==> config.mk <==
export PLATFORM = sky130hd
export DESIGN_NAME = address_map_cache_unit
export DESIGN_NICKNAME = d
export VERILOG_FILES = /design/src/rtl/amc_pkg.sv /design/src/rtl/amc_ram.sv /design/src/rtl/address_map_cache_unit.sv
export SDC_FILE = /design/constraint.sdc
export NUM_CORES = 2
export LEC_CHECK = 0
export BUFFER_PORTS_ARGS = -buffer_cell sky130_fd_sc_hd__buf_2
export CORE_MARGIN = 3
export CORE_UTILIZATION = 40
export DETAILED_ROUTE_END_ITERATION = 12
export PLACE_DENSITY = 0.58
export SYNTH_ARGS = -nofsm -noshare
export SYNTH_HDL_FRONTEND = slang
export SYNTH_HIERARCHICAL = 1
export SYNTH_SLANG_ARGS = --single-unit
export TNS_END_PERCENT = 20
==> constraint.sdc <==
create_clock -name clk_i -period 13.2 [get_ports clk_i]
set_input_delay 1.98 -clock clk_i [delete_from_list [all_inputs] [get_ports clk_i]]
set_output_delay 1.98 -clock clk_i [all_outputs]
set_load 0.05 [all_outputs]
==> src/rtl/amc_pkg.sv <==
// amc_pkg: shared widths, command codes and defaults for the address map cache
// used by address_map_cache_unit; no dependencies
`default_nettype none

package amc_pkg;

  localparam int unsigned AMC_ENTRIES = 32;

  localparam int unsigned IP_W    = 32;
  localparam int unsigned MAC_W   = 48;
  localparam int unsigned STAMP_W = 32;
  localparam int unsigned SLOT_W  = 5;

  typedef enum logic {
    CMD_ADD    = 1'b0,
    CMD_LOOKUP = 1'b1
  } cmd_e;

endpackage

`default_nettype wire

==> src/rtl/amc_ram.sv <==
// amc_ram: generic single-port synchronous ram, one write or read per cycle,
// registered read data; no dependencies
`default_nettype none

module amc_ram #(
  parameter int unsigned Width = 32,
  parameter int unsigned Depth = 32
) (
  input  wire logic                       clk_i,
  input  wire logic                       we_i,
  input  wire logic [$clog2(Depth)-1:0]   addr_i,
  input  wire logic [Width-1:0]           wdata_i,
  output logic      [Width-1:0]           rdata_o
);

  logic [Width-1:0] mem_q [Depth];
  logic [Width-1:0] rdata_q;

  always_ff @(posedge clk_i) begin
    if (we_i) begin
      mem_q[addr_i] <= wdata_i;
    end
    rdata_q <= mem_q[addr_i];
  end

  assign rdata_o = rdata_q;

endmodule

`default_nettype wire

==> src/rtl/address_map_cache_unit.sv <==
// address_map_cache_unit: fully associative ipv4 to mac cache, oldest-stamp replacement
// depends on amc_pkg and amc_ram
//
// usage: drive command_i, ip_addr_i and mac_in_i and raise start; the transaction
// is taken at the edge where start is high and busy is low. busy stays high
// while the transaction is worked on. the result (hit_o, mac_out_o, slot_o) is shown
// for exactly one cycle with done_o high; the receiver cannot hold it off, and a new
// transaction may be started in that same cycle.
// key, mac and stamp of an entry share one word of a single-port ram.
// a transaction reads the filled entries one per cycle; the registered read delays the
// last compare, after which the scan state hands over to the write-back cycle, which also
// loads the result register; the scan over the ram port sets the length of a transaction.
// entries are never invalidated and a new key always takes the lowest free entry,
// so the valid entries are exactly those below a fill count.
// reset clears the fill count, the stamp counter and the control state; ram contents
// are not cleared and need no clearing pass.
`default_nettype none

module address_map_cache_unit
  import amc_pkg::*;
#(
  parameter int unsigned ENTRIES = AMC_ENTRIES
) (
  input  wire logic               clk_i,
  input  wire logic               rst_ni,
  input  wire logic               start,
  output logic                    busy,
  input  wire logic               command_i,
  input  wire logic [IP_W-1:0]    ip_addr_i,
  input  wire logic [MAC_W-1:0]   mac_in_i,
  output logic                    done_o,
  output logic                    hit_o,
  output logic      [MAC_W-1:0]   mac_out_o,
  output logic      [SLOT_W-1:0]  slot_o
);

  localparam int unsigned IdxW = $clog2(ENTRIES);
  localparam int unsigned CntW = $clog2(ENTRIES + 1);
  localparam int unsigned EntryW = IP_W + MAC_W + STAMP_W;
  localparam logic [CntW-1:0] FillMax = CntW'(ENTRIES);

  localparam logic [1:0] ST_IDLE   = 2'd0;
  localparam logic [1:0] ST_SCAN   = 2'd1;
  localparam logic [1:0] ST_FINISH = 2'd2;

  logic [1:0]         state_q, state_d;
  logic [CntW-1:0]    fill_q, fill_d;
  logic [STAMP_W-1:0] counter_q, counter_d;
  logic [CntW-1:0]    idx_q, idx_d;
  logic               rd_vld_q, rd_vld_d;
  logic [IdxW-1:0]    rd_idx_q, rd_idx_d;

  logic               cmd_q;
  logic [IP_W-1:0]    ip_q;
  logic [MAC_W-1:0]   mac_q;

  logic               found_q, found_d;
  logic [IdxW-1:0]    found_idx_q, found_idx_d;
  logic [MAC_W-1:0]   found_mac_q, found_mac_d;
  logic [STAMP_W-1:0] min_q, min_d;
  logic [IdxW-1:0]    min_idx_q, min_idx_d;

  logic               done_q, done_d;
  logic               hit_q, hit_d;
  logic [MAC_W-1:0]   mac_out_q, mac_out_d;
  logic [SLOT_W-1:0]  slot_q, slot_d;

  logic               issue;
  logic               full;
  logic [IdxW-1:0]    target;
  logic [IdxW-1:0]    ram_addr;
  logic               ram_we;
  logic [EntryW-1:0]  ram_rd;
  logic [IP_W-1:0]    key_rd;
  logic [MAC_W-1:0]   val_rd;
  logic [STAMP_W-1:0] stamp_rd;

  assign full  = (fill_q == FillMax);
  assign issue = (state_q == ST_SCAN) && (idx_q != fill_q);

  // a found key wins, else the lowest free entry, else the oldest stamp
  always_comb begin
    if (found_q) begin
      target = found_idx_q;
    end else if (!full) begin
      target = fill_q[IdxW-1:0];
    end else begin
      target = min_idx_q;
    end
  end

  assign ram_we   = (state_q == ST_FINISH) && (cmd_e'(cmd_q) == CMD_ADD);
  assign ram_addr = (state_q == ST_FINISH) ? target : idx_q[IdxW-1:0];

  amc_ram #(.Width(EntryW), .Depth(ENTRIES)) u_entry_ram (
    .clk_i   (clk_i),
    .we_i    (ram_we),
    .addr_i  (ram_addr),
    .wdata_i ({ip_q, mac_q, counter_q}),
    .rdata_o (ram_rd)
  );

  assign {key_rd, val_rd, stamp_rd} = ram_rd;

  always_comb begin
    state_d     = state_q;
    fill_d      = fill_q;
    counter_d   = counter_q;
    idx_d       = idx_q;
    rd_vld_d    = issue;
    rd_idx_d    = idx_q[IdxW-1:0];
    found_d     = found_q;
    found_idx_d = found_idx_q;
    found_mac_d = found_mac_q;
    min_d       = min_q;
    min_idx_d   = min_idx_q;
    done_d      = 1'b0;
    hit_d       = hit_q;
    mac_out_d   = mac_out_q;
    slot_d      = slot_q;

    // read data of the previous cycle's entry
    if (rd_vld_q) begin
      if (!found_q && key_rd == ip_q) begin
        found_d     = 1'b1;
        found_idx_d = rd_idx_q;
        found_mac_d = val_rd;
      end
      if (rd_idx_q == '0 || stamp_rd < min_q) begin
        min_d     = stamp_rd;
        min_idx_d = rd_idx_q;
      end
    end

    unique case (state_q)
      ST_IDLE: begin
        if (start) begin
          idx_d   = '0;
          found_d = 1'b0;
          state_d = ST_SCAN;
        end
      end
      ST_SCAN: begin
        if (issue) begin
          idx_d = idx_q + 1'b1;
        end else if (!rd_vld_q) begin
          state_d = ST_FINISH;
        end
      end
      ST_FINISH: begin
        done_d  = 1'b1;
        hit_d   = found_q;
        state_d = ST_IDLE;
        if (cmd_e'(cmd_q) == CMD_LOOKUP) begin
          mac_out_d = found_q ? found_mac_q : '0;
          slot_d    = found_q ? SLOT_W'(found_idx_q) : '0;
        end else begin
          mac_out_d = '0;
          slot_d    = SLOT_W'(target);
          counter_d = counter_q + 1'b1;
          if (!found_q && !full) begin
            fill_d = fill_q + 1'b1;
          end
        end
      end
      default: begin
        state_d = ST_IDLE;
      end
    endcase
  end

  always_ff @(posedge clk_i or negedge rst_ni) begin
    if (!rst_ni) begin
      state_q   <= ST_IDLE;
      fill_q    <= '0;
      counter_q <= '0;
      idx_q     <= '0;
      rd_vld_q  <= 1'b0;
      found_q   <= 1'b0;
      done_q    <= 1'b0;
    end else begin
      state_q   <= state_d;
      fill_q    <= fill_d;
      counter_q <= counter_d;
      idx_q     <= idx_d;
      rd_vld_q  <= rd_vld_d;
      found_q   <= found_d;
      done_q    <= done_d;
    end
  end

  always_ff @(posedge clk_i) begin
    if (state_q == ST_IDLE && start) begin
      cmd_q <= command_i;
      ip_q  <= ip_addr_i;
      mac_q <= mac_in_i;
    end
    rd_idx_q    <= rd_idx_d;
    found_idx_q <= found_idx_d;
    found_mac_q <= found_mac_d;
    min_q       <= min_d;
    min_idx_q   <= min_idx_d;
    hit_q       <= hit_d;
    mac_out_q   <= mac_out_d;
    slot_q      <= slot_d;
  end

  assign busy      = (state_q != ST_IDLE);
  assign done_o    = done_q;
  assign hit_o     = hit_q;
  assign mac_out_o = mac_out_q;
  assign slot_o    = slot_q;

  // a result only follows the write-back cycle
  assert property (@(posedge clk_i) disable iff (!rst_ni)
    done_q |-> $past(state_q) == ST_FINISH)
    else $error("result without a finished transaction");

  assert property (@(posedge clk_i) disable iff (!rst_ni)
    fill_q <= FillMax)
    else $error("fill count beyond table size");

  // the scan never reads past the filled entries
  assert property (@(posedge clk_i) disable iff (!rst_ni)
    state_q == ST_SCAN |-> idx_q <= fill_q)
    else $error("scan index beyond fill count");

  assert property (@(posedge clk_i) disable iff (!rst_ni)
    start && !busy |=> busy)
    else $error("accepted transaction did not raise busy");

endmodule

`default_nettype wire
==> impl_metrics.tcl <==
set metrics [dict create \
    outcome "finished clean" \
    post-synth-top-area-fraction_pct 77.2 \
    synth_area_leaders "edfxtp_1, mux2i_1, o22ai_1" \
    worstSetupPathType "reg -> reg" \
    timing.hold.worst.class "reg -> reg" \
    r2r-end "u_entry_ram/rdata_o[68]" \
    total_leakage_power_nw 56.8 \
    fin_worst_hold_slack_ps 397 \
    fin_area_sq_um 169000 \
    clock_tree.root_cell "clkbuf_16" \
    ant_nets 0 \
    layout-drive-gt1-share_pct 11.8 \
    start_util_pct 40.4 \
    critPathSlowestCell "buf_4" \
    clk_pin_slew_ps 60 \
    cts_hold_buf 0 \
    areaGrowthSynthToFinish_pct 13.9 \
    clock_tree.buffer_depth 4 \
    worstPathRequired_ps 14010 \
    grt.overflow.total 0 \
    max_clock_freq_ghz 0.144 \
    cts_made_buffers 410 \
    final_replace_weighted_congestion 0.767 \
    synth_cell_types 47 \
    width_of_the_die_um 615 \
    maxSlewHeadroom_pct 9.36 \
    drtIter0Drc 8143 \
    crit_path_frequent_cell "buf_4" \
    cts.repair_timing.setup_buffer_count 0 \
    maxCapViolCount 0 \
    area_occupied_by_multi_input_gates_sq_um 28600 \
    yosysWarningCount 6 \
    timing_hold_violations_final 0 \
    fillers 30975 \
    number_of_enable_type_register_cells_in_the_synthesized_netlist 3809 \
    powerDensity_nw_per_um2 192 \
    worstPathMaxFanout 123 \
    die_h_um 615 \
    tightest_slew_ps 1350 \
    die_area_sq_um 378000 \
    critPathLaunch "fill_q[0]" \
    worst_skew_pair.late_latency_ps 960 \
    synth_seq_area_share_pct 79.6 \
    grt_setup_unrepaired "no" \
    post_cts_resized 0 \
    placed_cell_area_sq_um 155000 \
    final_nets 8317 \
    crit_path_cell_trace "inv_1 > ha_1 > nand2_1 > nor4_4 > mux2i_1 > o21ai_0 > mux2_8 > buf_4 > buf_12 > buf_4 > buf_4 > mux2i_1 > o22ai_1 > nor4_1 > nand2_1" \
    fin_crit_sh_pct 52.7 \
    grt_start_max_net_pins 136 \
    critPathCaptureType "flip-flop" \
    timing.critical_path.from_type "flip-flop" \
    tritoncts "yes" \
    ys.flop_type "edfxtp_1" \
    synthesized_area_per_cell_sq_um 18.9 \
    worst_endpoint_data_arrival_time_ps 7780 \
    cp_slowest_stage_delay_ps 1000 \
    grt_antenna_before_repair 13 \
    via_per_inst 5.74 \
    syn_nets 7978 \
    setup_viol 0 \
    route.vias.total 77404 \
    synthesis.area_sq_um 148000 \
    finalMaxSlewViolations 0 \
    postSynth.asyncResetShare_pct 1.23 \
    synth.ff_latch_count 3975 \
    core_sq_um 367000 \
    vdd.ir_drop.worst_mv 0.168 \
    hpwlAfterDp_um 198000 \
    drt_wl_total_um 409000 \
    grt.total_usage_pct 21.0 \
    critPathCapture "u_entry_ram/rdata_o[68]" \
    grt_first_pass_wirelength_um 577000 \
    cts-htree-levels 5 \
    area.sequential_sq_um 118000 \
    worstRegToRegCells 15 \
    port_buffers 139 \
    hold-path-cell-count 0 \
    detail_route.first_pass.iterations 6 \
    fin_crit_ps 6960 \
    yosysTopAreaCell "edfxtp_1" \
    synthesis.instances 7859 \
    floorplan.io_pins 140 \
    num_rows 222 \
    final.setup.tns_ps 0 \
    drcViolationCount 0 \
    vias_in_the_first_global_route 75914 \
    clock-sinks 3975 \
    wl_per_cell_um 30.4 \
    reg2reg_setup_slack_ps 6240 \
    fin_worst_skew_ps 56.9 \
    rr_startpoint "fill_q[0]" \
]
[per-stage QoR]
stage | util [%] | total power [mW] | cells | setup WS, ps
after floorplan | - | 19.0 | 7859 | 1610
after global placement | 42.3 | 21.1 | 12714 | 6230
after detailed placement | 42.3 | 21.1 | 12714 | 6190
after CTS | 46.0 | 32.6 | 13477 | 6160
after global routing | 46.0 | 33.5 | 13479 | 5790
final | 46.0 | 32.4 | 13480 | 6240
[layout make-up]
type	count	area share [%]
clock inverter	207	1.32
tap	4928	3.65
multi-input combinational	3425	17.0
sequential	3975	69.9
antenna	3	0.00445
inverter	38	0.0889
timing repair buffer	348	1.45
clock buffer	556	6.66
[synth_stat cells (all sizes together), types with 9 or more instances]
master / number
buf: 223
o22ai: 897
xnor2: 31
xor2: 43
nor2: 39
nor3: 9
dfrtp: 49
o21ai: 10
nand4: 13
clkbuf: 198
nand2: 158
a21oi: 18
edfxtp: 3809
and3: 57
nand3: 21
dfxtp: 117
mux2i: 1799
inv: 38
ha: 35
nor4: 237
[registers in the layout, indices dropped and copies added, names as in the netlist]
signal               flops
counter_q               32
u_entry_ram/rdata_o    112
mac_out_o               48
fill_q                   6
found_idx_q              5
ip_q                    32
state_q                  2
rd_vld_q                 1
min_idx_q                5
min_q                   32
hit_o                    1
done_o                   1
u_entry_ram/mem_q     3584
idx_q                    6
found_q                  1
slot_o                   5
found_mac_q             48
cmd_q                    1
rd_idx_q                 5
mac_q                   48
[cells by family (layout without fill, tap and decap cells)]
logic type | after synthesis | after routing | share of synthesized area, %
flops | 3975 | 3975 | 79.6
mux | 1802 | 1802 | 12.2
compound gates | 941 | 941 | 3.97
simple gates | 573 | 573 | 2.17
buf+inv | 459 | 1149 | 1.36
xor+xnor | 74 | 74 | 0.437
fa+ha+maj | 35 | 35 | 0.295
other cells | 0 | 3 | 0
[critical path, delay by kind of cell (launching register included)]
kind	cells	cell delay, ps
DFF	1	440
adders and majority gates	1	150
and+or+nand+nor	4	990
AOI/OAI and AO/OA	2	340
muxes	3	1100
buffers and inverters	5	3360
[placed cells by master, fill, tap and decap left out, types with 6 or more instances in the layout]
| cell type | n |
|---|---|
| nor4_1 | 233 |
| ha_1 | 35 |
| o22ai_1 | 897 |
| buf_4 | 195 |
| nand2b_1 | 6 |
| clkbuf_16 | 416 |
| nand3_1 | 21 |
| inv_1 | 36 |
| buf_2 | 138 |
| inv_6 | 11 |
| clkbuf_1 | 110 |
| nand4bb_4 | 6 |
| and3_1 | 57 |
| o21ai_0 | 7 |
| xor2_1 | 43 |
| bufinv_16 | 39 |
| dfxtp_1 | 117 |
| nor2_1 | 10 |
| xnor2_1 | 31 |
| clkinv_1 | 59 |
| a21oi_1 | 17 |
| edfxtp_1 | 3809 |
| clkinv_2 | 71 |
| buf_12 | 15 |
| mux2i_1 | 1799 |
| nand4_1 | 12 |
| nand2_1 | 158 |
| clkinvlp_4 | 9 |
| clkbuf_8 | 30 |
| nor2_4 | 29 |
| and4_1 | 6 |
| dfrtp_1 | 48 |
[where the power goes]
| part | total (mW) | internal [mW] | leakage (nW) | switching, mW |
|---|---|---|---|---|
| Combinational | 6.71 | 2.55 | 16.1 | 4.16 |
| Clock | 11.5 | 6.74 | 6.58 | 4.78 |
| Sequential | 14.2 | 14.0 | 34.1 | 0.186 |
| Total | 32.4 | 23.3 | 56.8 | 9.13 |
[worst min path at each step]
stage,start,endpoint,slack (ps)
2_1_floorplan,u_entry_ram/rdata_o[32],found_mac_q[0],390
3_3_place_gp,u_entry_ram/rdata_o[50],found_mac_q[18],390
3_5_place_dp,u_entry_ram/rdata_o[46],found_mac_q[14],390
4_1_cts,u_entry_ram/rdata_o[41],found_mac_q[9],400
5_1_grt,u_entry_ram/rdata_o[43],found_mac_q[11],410
6_report,u_entry_ram/rdata_o[46],found_mac_q[14],400
[routing by layer]
metal	part of all wire, %	up-vias	global-route usage (%)
li1	-	32605	-
met1	43	41119	30.1
met2	48	3095	34.3
met3	7.0	579	3.01
met4	2.0	6	4.45
met5	0.0095	-	0
(Power assumes the default switching activity.)
